File: config.mk
export PLATFORM = sky130hd
export DESIGN_NAME = queue_occupancy_little_monitor
export DESIGN_NICKNAME = d
export VERILOG_FILES = /design/src/hdl/qolm_pkg.sv /design/src/hdl/qolm_mul.sv /design/src/hdl/qolm_div.sv /design/src/hdl/qolm_dp.sv /design/src/hdl/qolm_ctrl.sv /design/src/hdl/queue_occupancy_little_monitor.sv
export SDC_FILE = /design/constraint.sdc
export NUM_CORES = 2
export LEC_CHECK = 0
export BUFFER_PORTS_ARGS = -buffer_cell sky130_fd_sc_hd__buf_2
export CORE_MARGIN = 5
export CORE_UTILIZATION = 57
export CTS_BUF_LIST = sky130_fd_sc_hd__clkbuf_8 sky130_fd_sc_hd__clkbuf_16
export DETAILED_ROUTE_END_ITERATION = 7
export GPL_ROUTABILITY_DRIVEN = 0
export PLACE_DENSITY = 0.74
export RECOVER_POWER = 50
export SYNTH_ARGS = -nofsm -noshare
export SYNTH_HDL_FRONTEND = slang
export SYNTH_HIERARCHICAL = 1
export SYNTH_SLANG_ARGS = --single-unit
File: constraint.sdc
create_clock -name clk -period 19.1 [get_ports clk]
set_input_delay 0.955 -clock clk [delete_from_list [all_inputs] [get_ports clk]]
set_output_delay 0.955 -clock clk [all_outputs]
set_load 0.03 [all_outputs]
File: src/hdl/qolm_pkg.sv
// Package for the queue occupancy monitor: widths, codes and the
// command and status bundles between controller and datapath. Depends on nothing.
`timescale 1ns / 1ps
`default_nettype none

package qolm_pkg;

	localparam int KIND_W      = 2;
	localparam int IN_TIME_W   = 32;
	localparam int SVC_W       = 24;
	localparam int CNT32_W     = 32;
	localparam int AREA_W      = 64;
	localparam int BUSY_W      = 56;
	localparam int OUT48_W     = 48;
	localparam int OUT32_W     = 32;
	localparam int PEAK_W      = 16;
	localparam int S_TDATA_W   = 56;
	localparam int M_TDATA_W   = 224;
	localparam int M_TUSER_W   = 3;
	localparam int MUL_STEP_W  = 16;

	localparam int TIME_BITS_DEF  = 32;
	localparam int COUNT_BITS_DEF = 16;
	localparam int FRAC_BITS_DEF  = 16;

	localparam logic [AREA_W-1:0] ERR_POS_MAX = 64'h0000_7FFF_FFFF_FFFF;
	localparam logic [AREA_W-1:0] ERR_NEG_MAG = 64'h0000_8000_0000_0000;

	typedef enum logic [KIND_W-1:0] {
		KIND_ARRIVAL = 2'd0,
		KIND_DEPART  = 2'd1,
		KIND_REPORT  = 2'd2
	} req_kind_t;

	typedef enum logic [1:0] {
		STATUS_OK          = 2'd0,
		STATUS_ZERO_TIME   = 2'd1,
		STATUS_NO_ARRIVALS = 2'd2
	} status_t;

	typedef enum logic [1:0] {
		SEL_OCC  = 2'd0,
		SEL_ARR  = 2'd1,
		SEL_DEP  = 2'd2,
		SEL_TERM = 2'd3
	} mul_sel_t;

	typedef enum logic [1:0] {
		QS_MIS  = 2'd0,
		QS_MT   = 2'd1,
		QS_LAM  = 2'd2,
		QS_UTIL = 2'd3
	} quo_sel_t;

	typedef struct packed {
		logic     mul_start;
		mul_sel_t mul_sel;
		logic     report;
		logic     div_start;
		quo_sel_t div_sel;
		logic     count_update;
		logic     out_load;
	} cmd_t;

	typedef struct packed {
		logic      mul_done;
		logic      div_done;
		req_kind_t kind;
		logic      empty;
	} stat_t;

endpackage

`default_nettype wire

File: src/hdl/qolm_mul.sv
// Multi-cycle multiplier of the queue occupancy monitor, 16 multiplier bits per
// cycle, most significant chunk first. Depends on qolm_pkg.
`timescale 1ns / 1ps
`default_nettype none

module qolm_mul
	import qolm_pkg::*;
#(
	parameter int A_W = 48
) (
	input  logic                   clk,
	input  logic                   arst_n,
	input  logic                   start,
	input  logic [A_W-1:0]         a,
	input  logic [CNT32_W-1:0]     b,
	output logic [A_W+CNT32_W-1:0] prod,
	output logic                   done
);

	localparam int P_W   = A_W + CNT32_W;
	localparam int STEPS = CNT32_W / MUL_STEP_W;
	localparam int CN_W  = $clog2(STEPS + 1);

	logic [P_W-1:0]     acc_q;
	logic [A_W-1:0]     a_q;
	logic [CNT32_W-1:0] b_q;
	logic [CN_W-1:0]    cnt_q;
	logic               busy_q;
	logic               done_q;

	always_ff @(posedge clk or negedge arst_n) begin
		if (!arst_n) begin
			busy_q <= 1'b0;
			done_q <= 1'b0;
			cnt_q  <= '0;
		end else begin
			done_q <= 1'b0;
			if (start) begin
				busy_q <= 1'b1;
				cnt_q  <= CN_W'(STEPS);
			end else if (busy_q) begin
				cnt_q <= cnt_q - CN_W'(1);
				if (cnt_q == CN_W'(1)) begin
					busy_q <= 1'b0;
					done_q <= 1'b1;
				end
			end
		end
	end

	always_ff @(posedge clk) begin
		if (start) begin
			acc_q <= '0;
			a_q   <= a;
			b_q   <= b;
		end else if (busy_q) begin
			acc_q <= (acc_q << MUL_STEP_W)
				+ (P_W'(a_q) * P_W'(b_q[CNT32_W-1 -: MUL_STEP_W]));
			b_q   <= b_q << MUL_STEP_W;
		end
	end

	assign prod = acc_q;
	assign done = done_q;

endmodule

`default_nettype wire

File: src/hdl/qolm_div.sv
// Bit-serial restoring divider of the queue occupancy monitor: quotient of
// num * 2^FRAC_W / den, one bit per cycle. Depends on qolm_pkg.
`timescale 1ns / 1ps
`default_nettype none

module qolm_div
	import qolm_pkg::*;
#(
	parameter int NUM_W  = AREA_W,
	parameter int DEN_W  = 32,
	parameter int FRAC_W = FRAC_BITS_DEF
) (
	input  logic                     clk,
	input  logic                     arst_n,
	input  logic                     start,
	input  logic [NUM_W-1:0]         num,
	input  logic [DEN_W-1:0]         den,
	output logic [NUM_W+FRAC_W-1:0]  quo,
	output logic                     done
);

	localparam int N_W  = NUM_W + FRAC_W;
	localparam int CN_W = $clog2(N_W + 1);

	logic [N_W-1:0]   qn_q;
	logic [DEN_W-1:0] rem_q;
	logic [DEN_W-1:0] den_q;
	logic [CN_W-1:0]  cnt_q;
	logic             busy_q;
	logic             done_q;

	logic [DEN_W:0]   shifted;
	logic [DEN_W:0]   diff;
	logic             ge;

	assign shifted = {rem_q, qn_q[N_W-1]};
	assign diff    = shifted - {1'b0, den_q};
	assign ge      = shifted >= {1'b0, den_q};

	always_ff @(posedge clk or negedge arst_n) begin
		if (!arst_n) begin
			busy_q <= 1'b0;
			done_q <= 1'b0;
			cnt_q  <= '0;
		end else begin
			done_q <= 1'b0;
			if (start) begin
				busy_q <= 1'b1;
				cnt_q  <= CN_W'(N_W);
			end else if (busy_q) begin
				cnt_q <= cnt_q - CN_W'(1);
				if (cnt_q == CN_W'(1)) begin
					busy_q <= 1'b0;
					done_q <= 1'b1;
				end
			end
		end
	end

	always_ff @(posedge clk) begin
		if (start) begin
			qn_q  <= {num, {FRAC_W{1'b0}}};
			rem_q <= '0;
			den_q <= den;
		end else if (busy_q) begin
			qn_q  <= {qn_q[N_W-2:0], ge};
			rem_q <= ge ? diff[DEN_W-1:0] : shifted[DEN_W-1:0];
		end
	end

	assign quo  = qn_q;
	assign done = done_q;

endmodule

`default_nettype wire

File: src/hdl/qolm_dp.sv
// Datapath of the queue occupancy monitor: counts, areas, report temporaries and
// the result register, with the shared multiplier and divider. Depends on qolm_pkg.
`timescale 1ns / 1ps
`default_nettype none

module qolm_dp
	import qolm_pkg::*;
#(
	parameter int TIME_BITS  = TIME_BITS_DEF,
	parameter int COUNT_BITS = COUNT_BITS_DEF,
	parameter int FRAC_BITS  = FRAC_BITS_DEF
) (
	input  logic                      clk,
	input  logic                      arst_n,
	input  logic                      in_load,
	input  logic [KIND_W-1:0]         in_kind,
	input  logic [IN_TIME_W-1:0]      in_time,
	input  logic [SVC_W-1:0]          in_svc,
	input  cmd_t                      cmd,
	output stat_t                     stat,
	output logic [OUT48_W-1:0]        mean_in_system,
	output logic [OUT48_W-1:0]        mean_time_in_system,
	output logic [OUT32_W-1:0]        arrival_rate,
	output logic signed [OUT48_W-1:0] little_error,
	output logic [OUT32_W-1:0]        utilization,
	output logic [PEAK_W-1:0]         peak_in_system,
	output status_t                   status,
	output logic                      saturated
);

	localparam int MUL_A_W = (TIME_BITS > OUT48_W) ? TIME_BITS : OUT48_W;
	localparam int MUL_P_W = MUL_A_W + CNT32_W;
	localparam int DIV_D_W = (TIME_BITS > CNT32_W) ? TIME_BITS : CNT32_W;
	localparam int DIV_Q_W = AREA_W + FRAC_BITS;
	localparam int TERM_W  = AREA_W - FRAC_BITS;

	// Stored state.
	logic [COUNT_BITS-1:0] in_sys_q;
	logic [COUNT_BITS-1:0] peak_q;
	logic [CNT32_W-1:0]    arr_cnt_q;
	logic [CNT32_W-1:0]    dep_cnt_q;
	logic [TIME_BITS-1:0]  last_occ_q;
	logic [TIME_BITS-1:0]  last_arr_q;
	logic [TIME_BITS-1:0]  last_dep_q;
	logic [AREA_W-1:0]     occ_area_q;
	logic [AREA_W-1:0]     arr_area_q;
	logic [AREA_W-1:0]     dep_area_q;
	logic [BUSY_W-1:0]     busy_q;

	// Current word and report temporaries.
	req_kind_t            kind_q;
	logic [TIME_BITS-1:0] t_q;
	logic [SVC_W-1:0]     svc_q;
	logic [AREA_W-1:0]    occ_x_q;
	logic [AREA_W-1:0]    arr_x_q;
	logic [AREA_W-1:0]    dep_x_q;
	logic [OUT48_W-1:0]   mis_q;
	logic [OUT48_W-1:0]   mt_q;
	logic [OUT32_W-1:0]   lam_q;
	logic [OUT32_W-1:0]   util_q;
	logic [TERM_W-1:0]    term_q;
	logic                 sat_q;

	// Result register.
	logic [OUT48_W-1:0]        out_mis_q;
	logic [OUT48_W-1:0]        out_mt_q;
	logic [OUT32_W-1:0]        out_lam_q;
	logic signed [OUT48_W-1:0] out_err_q;
	logic [OUT32_W-1:0]        out_util_q;
	logic [PEAK_W-1:0]         out_peak_q;
	status_t                   out_status_q;
	logic                      out_sat_q;

	logic [TIME_BITS-1:0] last_sel;
	logic                 t_gt;
	logic [TIME_BITS-1:0] span;
	logic [CNT32_W-1:0]   mul_b;
	logic [MUL_A_W-1:0]   mul_a;
	logic [MUL_P_W-1:0]   mul_prod;
	logic                 mul_done;
	logic                 prod_over;
	logic [AREA_W-1:0]    prod64;
	logic [AREA_W-1:0]    area_sel;
	logic [AREA_W:0]      area_sum;
	logic [AREA_W-1:0]    ext;

	logic [AREA_W-1:0]  wait_area;
	logic [AREA_W-1:0]  div_num;
	logic [DIV_D_W-1:0] div_den;
	logic [DIV_Q_W-1:0] div_quo;
	logic               div_done;
	logic               den_zero;
	logic               over48;
	logic               over32;
	logic [OUT48_W-1:0] q48;
	logic [OUT32_W-1:0] q32;
	logic               div_clip;

	logic [COUNT_BITS-1:0] in_sys_inc;
	logic [CNT32_W-1:0]    arr_cnt_inc;
	logic [CNT32_W-1:0]    dep_cnt_inc;
	logic [BUSY_W:0]       busy_sum;
	logic [BUSY_W-1:0]     busy_next;

	logic [AREA_W-1:0]  mis64;
	logic [AREA_W-1:0]  term64;
	logic [AREA_W-1:0]  err_pos;
	logic [AREA_W-1:0]  err_neg;
	logic               err_ge;
	logic               err_over;
	logic [OUT48_W-1:0] err_val;
	status_t            status_next;

	// Multiplier operands: elapsed span times count, or rate times mean time.
	always_comb begin
		case (cmd.mul_sel)
			SEL_OCC: begin
				last_sel = last_occ_q;
				mul_b    = CNT32_W'(in_sys_q);
				area_sel = occ_area_q;
			end
			SEL_ARR: begin
				last_sel = last_arr_q;
				mul_b    = arr_cnt_q;
				area_sel = arr_area_q;
			end
			SEL_DEP: begin
				last_sel = last_dep_q;
				mul_b    = dep_cnt_q;
				area_sel = dep_area_q;
			end
			default: begin
				last_sel = last_dep_q;
				mul_b    = lam_q;
				area_sel = '0;
			end
		endcase
	end

	assign t_gt  = t_q > last_sel;
	assign span  = t_gt ? (t_q - last_sel) : '0;
	assign mul_a = (cmd.mul_sel == SEL_TERM) ? MUL_A_W'(mt_q) : MUL_A_W'(span);

	qolm_mul #(
		.A_W(MUL_A_W)
	) u_mul (
		.clk   (clk),
		.arst_n(arst_n),
		.start (cmd.mul_start),
		.a     (mul_a),
		.b     (mul_b),
		.prod  (mul_prod),
		.done  (mul_done)
	);

	assign prod_over = |mul_prod[MUL_P_W-1:AREA_W];
	assign prod64    = prod_over ? '1 : mul_prod[AREA_W-1:0];
	assign area_sum  = {1'b0, area_sel} + {1'b0, prod64};
	assign ext       = area_sum[AREA_W] ? '1 : area_sum[AREA_W-1:0];

	// Divider operands.
	assign wait_area = (arr_x_q > dep_x_q) ? (arr_x_q - dep_x_q) : '0;

	always_comb begin
		case (cmd.div_sel)
			QS_MIS: begin
				div_num = occ_x_q;
				div_den = DIV_D_W'(t_q);
			end
			QS_MT: begin
				div_num = wait_area;
				div_den = DIV_D_W'(arr_cnt_q);
			end
			QS_LAM: begin
				div_num = AREA_W'(arr_cnt_q);
				div_den = DIV_D_W'(t_q);
			end
			default: begin
				div_num = AREA_W'(busy_q);
				div_den = DIV_D_W'(t_q);
			end
		endcase
	end

	qolm_div #(
		.NUM_W (AREA_W),
		.DEN_W (DIV_D_W),
		.FRAC_W(FRAC_BITS)
	) u_div (
		.clk   (clk),
		.arst_n(arst_n),
		.start (cmd.div_start),
		.num   (div_num),
		.den   (div_den),
		.quo   (div_quo),
		.done  (div_done)
	);

	assign den_zero = div_den == '0;
	assign over48   = |div_quo[DIV_Q_W-1:OUT48_W];
	assign over32   = |div_quo[DIV_Q_W-1:OUT32_W];
	assign q48      = den_zero ? '0 : (over48 ? '1 : div_quo[OUT48_W-1:0]);
	assign q32      = den_zero ? '0 : (over32 ? '1 : div_quo[OUT32_W-1:0]);
	assign div_clip = !den_zero
		&& (((cmd.div_sel == QS_MIS) || (cmd.div_sel == QS_MT)) ? over48 : over32);

	// Saturating count updates.
	assign in_sys_inc  = (in_sys_q == '1) ? in_sys_q : (in_sys_q + COUNT_BITS'(1));
	assign arr_cnt_inc = (arr_cnt_q == '1) ? arr_cnt_q : (arr_cnt_q + CNT32_W'(1));
	assign dep_cnt_inc = (dep_cnt_q == '1) ? dep_cnt_q : (dep_cnt_q + CNT32_W'(1));
	assign busy_sum    = {1'b0, busy_q} + (BUSY_W+1)'(svc_q);
	assign busy_next   = busy_sum[BUSY_W] ? '1 : busy_sum[BUSY_W-1:0];

	always_ff @(posedge clk or negedge arst_n) begin
		if (!arst_n) begin
			in_sys_q   <= '0;
			peak_q     <= '0;
			arr_cnt_q  <= '0;
			dep_cnt_q  <= '0;
			last_occ_q <= '0;
			last_arr_q <= '0;
			last_dep_q <= '0;
			occ_area_q <= '0;
			arr_area_q <= '0;
			dep_area_q <= '0;
			busy_q     <= '0;
		end else begin
			if (mul_done && !cmd.report) begin
				case (cmd.mul_sel)
					SEL_OCC: begin
						occ_area_q <= ext;
						if (t_gt) begin
							last_occ_q <= t_q;
						end
					end
					SEL_ARR: begin
						arr_area_q <= ext;
						if (t_gt) begin
							last_arr_q <= t_q;
						end
					end
					SEL_DEP: begin
						dep_area_q <= ext;
						if (t_gt) begin
							last_dep_q <= t_q;
						end
					end
					default: ;
				endcase
			end
			if (cmd.count_update) begin
				case (kind_q)
					KIND_ARRIVAL: begin
						in_sys_q  <= in_sys_inc;
						arr_cnt_q <= arr_cnt_inc;
						busy_q    <= busy_next;
						if (in_sys_inc > peak_q) begin
							peak_q <= in_sys_inc;
						end
					end
					KIND_DEPART: begin
						in_sys_q  <= in_sys_q - COUNT_BITS'(1);
						dep_cnt_q <= dep_cnt_inc;
						busy_q    <= busy_next;
					end
					default: ;
				endcase
			end
		end
	end

	// Little's law error, clipped to the signed 48-bit range.
	assign mis64   = AREA_W'(mis_q);
	assign term64  = AREA_W'(term_q);
	assign err_ge  = mis64 >= term64;
	assign err_pos = mis64 - term64;
	assign err_neg = term64 - mis64;

	always_comb begin
		if (err_ge) begin
			err_over = err_pos > ERR_POS_MAX;
			err_val  = err_over ? ERR_POS_MAX[OUT48_W-1:0] : err_pos[OUT48_W-1:0];
		end else begin
			err_over = err_neg > ERR_NEG_MAG;
			err_val  = OUT48_W'(0)
				- (err_over ? ERR_NEG_MAG[OUT48_W-1:0] : err_neg[OUT48_W-1:0]);
		end
	end

	always_comb begin
		if (t_q == '0) begin
			status_next = STATUS_ZERO_TIME;
		end else if (arr_cnt_q == '0) begin
			status_next = STATUS_NO_ARRIVALS;
		end else begin
			status_next = STATUS_OK;
		end
	end

	always_ff @(posedge clk) begin
		if (in_load) begin
			kind_q <= req_kind_t'(in_kind);
			t_q    <= TIME_BITS'(in_time);
			svc_q  <= in_svc;
			sat_q  <= 1'b0;
		end
		if (mul_done && cmd.report) begin
			case (cmd.mul_sel)
				SEL_OCC:  occ_x_q <= ext;
				SEL_ARR:  arr_x_q <= ext;
				SEL_DEP:  dep_x_q <= ext;
				default: begin
					term_q <= TERM_W'(prod64 >> FRAC_BITS);
					if (prod_over) begin
						sat_q <= 1'b1;
					end
				end
			endcase
		end
		if (div_done) begin
			case (cmd.div_sel)
				QS_MIS:  mis_q  <= q48;
				QS_MT:   mt_q   <= q48;
				QS_LAM:  lam_q  <= q32;
				default: util_q <= q32;
			endcase
			if (div_clip) begin
				sat_q <= 1'b1;
			end
		end
		if (cmd.out_load) begin
			out_mis_q    <= mis_q;
			out_mt_q     <= mt_q;
			out_lam_q    <= lam_q;
			out_err_q    <= err_val;
			out_util_q   <= util_q;
			out_peak_q   <= PEAK_W'(peak_q);
			out_status_q <= status_next;
			out_sat_q    <= sat_q | err_over;
		end
	end

	assign stat.mul_done = mul_done;
	assign stat.div_done = div_done;
	assign stat.kind     = kind_q;
	assign stat.empty    = in_sys_q == '0;

	assign mean_in_system      = out_mis_q;
	assign mean_time_in_system = out_mt_q;
	assign arrival_rate        = out_lam_q;
	assign little_error        = out_err_q;
	assign utilization         = out_util_q;
	assign peak_in_system      = out_peak_q;
	assign status              = out_status_q;
	assign saturated           = out_sat_q;

endmodule

`default_nettype wire

File: src/hdl/qolm_ctrl.sv
// Controller of the queue occupancy monitor: sequences the multiplier and divider
// runs for each word and owns both handshakes. Depends on qolm_pkg.
`timescale 1ns / 1ps
`default_nettype none

module qolm_ctrl
	import qolm_pkg::*;
(
	input  logic  clk,
	input  logic  arst_n,
	input  logic  s_tvalid,
	output logic  s_tready,
	output logic  m_tvalid,
	input  logic  m_tready,
	output cmd_t  cmd,
	input  stat_t stat
);

	typedef enum logic [3:0] {
		ST_IDLE,
		ST_DECODE,
		ST_MUL_OCC,
		ST_MUL_ARR,
		ST_MUL_DEP,
		ST_COUNT,
		ST_DIV_MIS,
		ST_DIV_MT,
		ST_DIV_LAM,
		ST_DIV_UTIL,
		ST_MUL_TERM,
		ST_DELIVER,
		ST_LOAD
	} state_t;

	state_t state_q;
	logic   s_tready_q;
	logic   m_tvalid_q;
	cmd_t   cmd_q;

	always_ff @(posedge clk or negedge arst_n) begin
		if (!arst_n) begin
			state_q    <= ST_IDLE;
			s_tready_q <= 1'b1;
			m_tvalid_q <= 1'b0;
			cmd_q      <= '0;
		end else begin
			cmd_q.mul_start    <= 1'b0;
			cmd_q.div_start    <= 1'b0;
			cmd_q.count_update <= 1'b0;
			cmd_q.out_load     <= 1'b0;
			if (m_tvalid_q && m_tready) begin
				m_tvalid_q <= 1'b0;
			end
			case (state_q)
				ST_IDLE: begin
					if (s_tvalid && s_tready_q) begin
						s_tready_q <= 1'b0;
						state_q    <= ST_DECODE;
					end
				end
				ST_DECODE: begin
					case (stat.kind)
						KIND_ARRIVAL, KIND_REPORT: begin
							cmd_q.report    <= stat.kind == KIND_REPORT;
							cmd_q.mul_sel   <= SEL_OCC;
							cmd_q.mul_start <= 1'b1;
							state_q         <= ST_MUL_OCC;
						end
						KIND_DEPART: begin
							if (stat.empty) begin
								s_tready_q <= 1'b1;
								state_q    <= ST_IDLE;
							end else begin
								cmd_q.report    <= 1'b0;
								cmd_q.mul_sel   <= SEL_OCC;
								cmd_q.mul_start <= 1'b1;
								state_q         <= ST_MUL_OCC;
							end
						end
						default: begin
							s_tready_q <= 1'b1;
							state_q    <= ST_IDLE;
						end
					endcase
				end
				ST_MUL_OCC: begin
					if (stat.mul_done) begin
						cmd_q.mul_start <= 1'b1;
						if (stat.kind == KIND_DEPART) begin
							cmd_q.mul_sel <= SEL_DEP;
							state_q       <= ST_MUL_DEP;
						end else begin
							cmd_q.mul_sel <= SEL_ARR;
							state_q       <= ST_MUL_ARR;
						end
					end
				end
				ST_MUL_ARR: begin
					if (stat.mul_done) begin
						if (cmd_q.report) begin
							cmd_q.mul_sel   <= SEL_DEP;
							cmd_q.mul_start <= 1'b1;
							state_q         <= ST_MUL_DEP;
						end else begin
							cmd_q.count_update <= 1'b1;
							state_q            <= ST_COUNT;
						end
					end
				end
				ST_MUL_DEP: begin
					if (stat.mul_done) begin
						if (cmd_q.report) begin
							cmd_q.div_sel   <= QS_MIS;
							cmd_q.div_start <= 1'b1;
							state_q         <= ST_DIV_MIS;
						end else begin
							cmd_q.count_update <= 1'b1;
							state_q            <= ST_COUNT;
						end
					end
				end
				ST_COUNT: begin
					s_tready_q <= 1'b1;
					state_q    <= ST_IDLE;
				end
				ST_DIV_MIS: begin
					if (stat.div_done) begin
						cmd_q.div_sel   <= QS_MT;
						cmd_q.div_start <= 1'b1;
						state_q         <= ST_DIV_MT;
					end
				end
				ST_DIV_MT: begin
					if (stat.div_done) begin
						cmd_q.div_sel   <= QS_LAM;
						cmd_q.div_start <= 1'b1;
						state_q         <= ST_DIV_LAM;
					end
				end
				ST_DIV_LAM: begin
					if (stat.div_done) begin
						cmd_q.div_sel   <= QS_UTIL;
						cmd_q.div_start <= 1'b1;
						state_q         <= ST_DIV_UTIL;
					end
				end
				ST_DIV_UTIL: begin
					if (stat.div_done) begin
						cmd_q.mul_sel   <= SEL_TERM;
						cmd_q.mul_start <= 1'b1;
						state_q         <= ST_MUL_TERM;
					end
				end
				ST_MUL_TERM: begin
					if (stat.mul_done) begin
						state_q <= ST_DELIVER;
					end
				end
				ST_DELIVER: begin
					if (!m_tvalid_q || m_tready) begin
						cmd_q.out_load <= 1'b1;
						state_q        <= ST_LOAD;
					end
				end
				ST_LOAD: begin
					m_tvalid_q <= 1'b1;
					s_tready_q <= 1'b1;
					state_q    <= ST_IDLE;
				end
				default: begin
					s_tready_q <= 1'b1;
					state_q    <= ST_IDLE;
				end
			endcase
		end
	end

	assign s_tready = s_tready_q;
	assign m_tvalid = m_tvalid_q;
	assign cmd      = cmd_q;

endmodule

`default_nettype wire

File: src/hdl/queue_occupancy_little_monitor.sv
// Queue occupancy monitor after Little's law. Each input word is an arrival, a
// departure or a report request with its time stamp; arrivals and departures update
// the occupancy, arrival and departure counts and their time-weighted areas through
// a shared 16-bit-per-cycle multiplier, and produce no output word. A report extends
// the areas to its own time without storing them and returns one word with mean
// occupancy, mean time in system, arrival rate, Little's law error and utilization
// in fixed point with FRAC_BITS fraction bits, peak occupancy as an integer, plus a
// status code and a clip flag. A report runs the bit-serial divider four times, one
// quotient bit per cycle. A finished report waits in the output register while the
// next word is accepted. Depends on qolm_pkg, qolm_ctrl and qolm_dp.
`timescale 1ns / 1ps
`default_nettype none

module queue_occupancy_little_monitor
	import qolm_pkg::*;
#(
	parameter int TIME_BITS  = TIME_BITS_DEF,
	parameter int COUNT_BITS = COUNT_BITS_DEF,
	parameter int FRAC_BITS  = FRAC_BITS_DEF
) (
	input  logic                 clk,
	input  logic                 arst_n,
	input  logic                 s_tvalid,
	output logic                 s_tready,
	// Fields from bit 0: event_time[31:0], service_ticks[55:32].
	input  logic [S_TDATA_W-1:0] s_tdata,
	// Fields from bit 0: req_type[1:0].
	input  logic [KIND_W-1:0]    s_tuser,
	output logic                 m_tvalid,
	input  logic                 m_tready,
	// Fields from bit 0: mean_in_system[47:0], mean_time_in_system[95:48],
	// arrival_rate[127:96], little_error[175:128], utilization[207:176],
	// peak_in_system[223:208].
	output logic [M_TDATA_W-1:0] m_tdata,
	// Fields from bit 0: status[1:0], saturated[2].
	output logic [M_TUSER_W-1:0] m_tuser
);

	cmd_t  cmd;
	stat_t stat;
	logic  in_load;

	logic [OUT48_W-1:0]        mean_in_system;
	logic [OUT48_W-1:0]        mean_time_in_system;
	logic [OUT32_W-1:0]        arrival_rate;
	logic signed [OUT48_W-1:0] little_error;
	logic [OUT32_W-1:0]        utilization;
	logic [PEAK_W-1:0]         peak_in_system;
	status_t                   status;
	logic                      saturated;

	assign in_load = s_tvalid && s_tready;

	qolm_ctrl u_ctrl (
		.clk     (clk),
		.arst_n  (arst_n),
		.s_tvalid(s_tvalid),
		.s_tready(s_tready),
		.m_tvalid(m_tvalid),
		.m_tready(m_tready),
		.cmd     (cmd),
		.stat    (stat)
	);

	qolm_dp #(
		.TIME_BITS (TIME_BITS),
		.COUNT_BITS(COUNT_BITS),
		.FRAC_BITS (FRAC_BITS)
	) u_dp (
		.clk                (clk),
		.arst_n             (arst_n),
		.in_load            (in_load),
		.in_kind            (s_tuser),
		.in_time            (s_tdata[IN_TIME_W-1:0]),
		.in_svc             (s_tdata[IN_TIME_W +: SVC_W]),
		.cmd                (cmd),
		.stat               (stat),
		.mean_in_system     (mean_in_system),
		.mean_time_in_system(mean_time_in_system),
		.arrival_rate       (arrival_rate),
		.little_error       (little_error),
		.utilization        (utilization),
		.peak_in_system     (peak_in_system),
		.status             (status),
		.saturated          (saturated)
	);

	assign m_tdata = {peak_in_system, utilization, little_error, arrival_rate,
		mean_time_in_system, mean_in_system};
	assign m_tuser = {saturated, status};

endmodule

`default_nettype wire

==> metrics.md <==
| Metric | Value |
|---|---|
| Die area | 191000 um^2 |
| Final setup TNS | 0 ns |
| CP arrival | 11.30 ns |
| Row Count | 156 |
| First-pass GRT wire length | 496000 um |
| VDD IR max | 78.1 uV |
| Clock root buffer | clkbuf_16 |
| Antenna violations before repair | 31 |
| GRT Total Usage | 0.339 |
| Register area share after synthesis | 0.387 |
| Drt wl/cell | 25.3 um |
| Synthesized cell area | 104000 um^2 |
| Largest area contributor in the netlist | edfxtp_1 |
| Hold Fails Final Rpt | 0 |
| Share of cells above drive strength 1 | 0.0633 |
| CP Capture Type | asynchronous set/reset pin |
| Initial DRC count | 10551 |
| Share of Yosys cell area claimed by the top area cell type | 0.249 |
| Reg clk slew, reported paths | 0.06 ns |
| Max Cap Violations | 23 |
| CTS tree | yes |
| Reg2reg end | u_dp/arr_x_q[25]$_DFFE_PP_ |
| Worst R2R Start | u_ctrl/cmd[6]$_DFFE_PN0P_ |
| Hpwl dp | 244000 um |
| Setup Viol. Count Final | 0 |
| Syn avg cell area | 9.89 um^2 |
| Die width | 436 um |
| RSZ-0062 raised after global routing | false |
| CP cell instances | clkbuf_1 > clkbuf_1 > buf_4 > buf_4 > buf_4 |
| Critical-path maximum fanout | 108 |
| Postcts setup bufs | 0 |
| Chip Height | 436 um |
| Gr ovfl total | 0 |
| Hold path depth | 1 |
| Slowest CP cell | clkbuf_1 |
| Via-to-Cell Ratio | 6.33 |
| DR vias | 82353 |
| Power per cell area | 57.3 nW/um^2 |
| # hold bufs at CTS | 0 |
| CP dominant cell by count | buf_4 |
| Synthesized instance count | 10478 |
| DRC viols | 0 |
| Max Buffers Root-to-Sink | 3 |
| DRT antenna net count | 0 |
| R2r worst-path depth | 19 |
| Distinct cells, synth | 127 |
| Net count, final | 11740 |
| Synth area leaders | edfxtp_1, fa_1, dfrtp_1, ha_1, inv_1 |
| Min-delay worst type | in -> reg |
| Critical path data required time | 19.85 ns |
| Clock tree sinks | 1458 |
| Pre-antenna DRT Iters | 8 |
| Worst hold start | s_tdata[17] |
| Vias in the first global route | 80240 |
| Count of state elements after synthesis | 1458 |
| Layout area overhead | 7.61% |
| Syn Nets | 11727 |
| Pleak | 49.5 nW |
| Cts bufs inserted | 156 |
| Largest net degree at the start of global routing | 171 |
| Register-to-register setup slack | 9.53 ns |
| Nature of the critical path startpoint | primary input |
| Crit path max-delay family | buffers and inverters |
| FMAX | 0.0948 GHz |
| H-tree depth | 4 |
| Final wirelength | 330000 um |
| Slew Viols, Final | 1312 |
| Placed cell area | 107000 um^2 |
| Commonest non-fill, non-tap cell in the layout | inv_1 |
| Final cycle utilization of the critical path | 0.552 |
| Hold Path Sink | u_dp/t_q[17]$_DFFE_PP_ |
| # IOs | 291 |
| Fin crit period | 10.55 ns |
| Failing checks | capacitance limit, slew limit |
| Core area | 181000 um^2 |
| CP max stage delay | 4.28 ns |
| Worst Max-Slew Pin Slew | 9.05 ns |
| Worst Skew | 0.0604 ns |
| Buffers & Inverters on Critical Path | 5 |
| Warnings from Yosys | 6 |
| Crit Path Category | in -> async |
| Max_slew headroom | -5.03 |
| Synth async-reset ratio | 0.321 |
| Post_cts resized | 0 |
| Commonest cells after routing, fill and taps aside | inv_1, nand2_1, edfxtp_1 |
| Finished Cell Area | 112000 um^2 |
| Initial Util | 0.574 |
| Outcome | finished, violations left |
| Post-synth top flop | edfxtp_1 |
| Clk_lat worst skew | 0.83 ns |
| PortBufs | 290 |
| EDFF count, synth | 861 |
==> cell type report <==
cell class | count | area [um^2]
multi-input combinational | 7242 | 56700
timing repair buffer | 389 | 1820
antenna | 15 | 37.5
clock buffer | 170 | 4130
sequential | 1458 | 40200
inverter | 1244 | 4670
tap | 2370 | 2970
clock inverter | 121 | 1070
fill | 14568 | 69200
==> report_power, final <==
group          internal, mW  leakage (nW)          switching [mW]
clock                  1.70          2.69                    1.36
sequential             3.31          14.4  0.00000000000000000593
combinational       0.00441          32.4                  0.0228
==> cells in the mapped netlist (all sizes together), types with 21 or more instances <==
library cell and n:
nand2b 67, nand2 1195, or3 27, a221oi 21, o21a 135, and3 98, nor3 108, o22ai 86
fa 697, a31oi 55, a211oi 55, and2 376, dfxtp 129, nand3 149, o21ai 439, o31ai 62
dfrtp 467, a22oi 44, xnor2 286, or2 83, nor2 645, inv 1241, nor4 78, a21boi 50
a311oi 22, mux2 150, xor2 157, mux2i 158, a22o 80, nand4 107, nor2b 52, clkbuf 436
a21o 185, edfxtp 861, ha 490, a21oi 694, o21bai 71, o211ai 29, buf 98
==> worst reg2reg max path: cells and delay by family, from the launching register on <==
kind                     cells  cell delay [ns]
AO/OA/AOI/OAI                6             2.12
adder cells (fa/ha/maj)      1             0.43
buffers and inverters        4             3.87
flip-flops                   1             1.20
multiplexers                 1             0.30
AND/OR/NAND/NOR              7             1.47
==> how the worst max path moves through the flow <==
stage	startpoint	to	slack (ns)	cells after the start
after floorplan	u_ctrl/cmd[6]$_DFFE_PN0P_	u_dp/arr_x_q[0]$_DFFE_PP_	12.26	5
after global placement	u_dp/mis_q[4]$_DFFE_PP_	u_dp/little_error[42]$_DFFE_PP_	11.76	23
after detailed placement	u_dp/mis_q[7]$_DFFE_PP_	u_dp/little_error[42]$_DFFE_PP_	11.58	23
after CTS	u_dp/mis_q[7]$_DFFE_PP_	u_dp/little_error[42]$_DFFE_PP_	11.55	23
after global routing	arst_n	u_dp/occ_area_q[50]$_DFFE_PN0P_	6.79	5
final	arst_n	u_dp/dep_area_q[62]$_DFFE_PN0P_	8.55	5
==> registers in the layout, indices dropped and copies added, names as in the netlist, 48 cells and up <==
name and flops:
u_dp/mean_time_in_system 48, u_dp/arr_area_q 64, u_dp/term_q 48, u_dp/arr_x_q 64, u_dp/u_mul/a_q 48, u_dp/u_div/quo 80
u_dp/busy_q 56, u_dp/occ_area_q 64, u_dp/occ_x_q 64, u_dp/mt_q 48, u_dp/mis_q 48, u_dp/dep_area_q 64
u_dp/mean_in_system 48, u_dp/little_error 48, u_dp/u_mul/prod 80, u_dp/dep_x_q 64
==> logic make-up (layout without fill, tap and decap cells) <==
logic type,Yosys count,after routing,synth area share
adder cells (fa/ha/maj),1187,1187,0.194
other,0,15,0
buffers and inverters,1778,1924,0.0663
XOR/XNOR,443,443,0.0374
AND/OR/NAND/NOR,3068,3068,0.141
flip-flops,1458,1458,0.387
multiplexers,324,324,0.0350
AO/OA/AOI/OAI,2220,2220,0.139
==> through the flow <==
| step | hold WS, ns | power (mW) | util | setup slack [ns] | cells |
|---|---|---|---|---|---|
| 2_1_floorplan | 0.400 | 3.37 | - | 12.26 | 10478 |
| 3_3_place_gp | 0.405 | 3.40 | 0.591 | 11.76 | 12703 |
| 3_5_place_dp | 0.405 | 3.40 | 0.591 | 11.58 | 12703 |
| 4_1_cts | 0.201 | 6.42 | 0.619 | 11.55 | 12994 |
| 5_1_grt | 0.275 | 6.56 | 0.617 | 6.79 | 12996 |
| 6_report | 0.305 | 6.39 | 0.617 | 8.55 | 13009 |
==> layer usage <==
metal	GRT usage	vias to the layer above	routed length [um]
met2	0.499	5275	140000
met4	0.194	38	24300
met3	0.0904	1065	40700
met5	0	-	246
met1	0.457	40232	125000
li1	-	35743	-
Note: power is estimated with default switching activity, not from simulation.
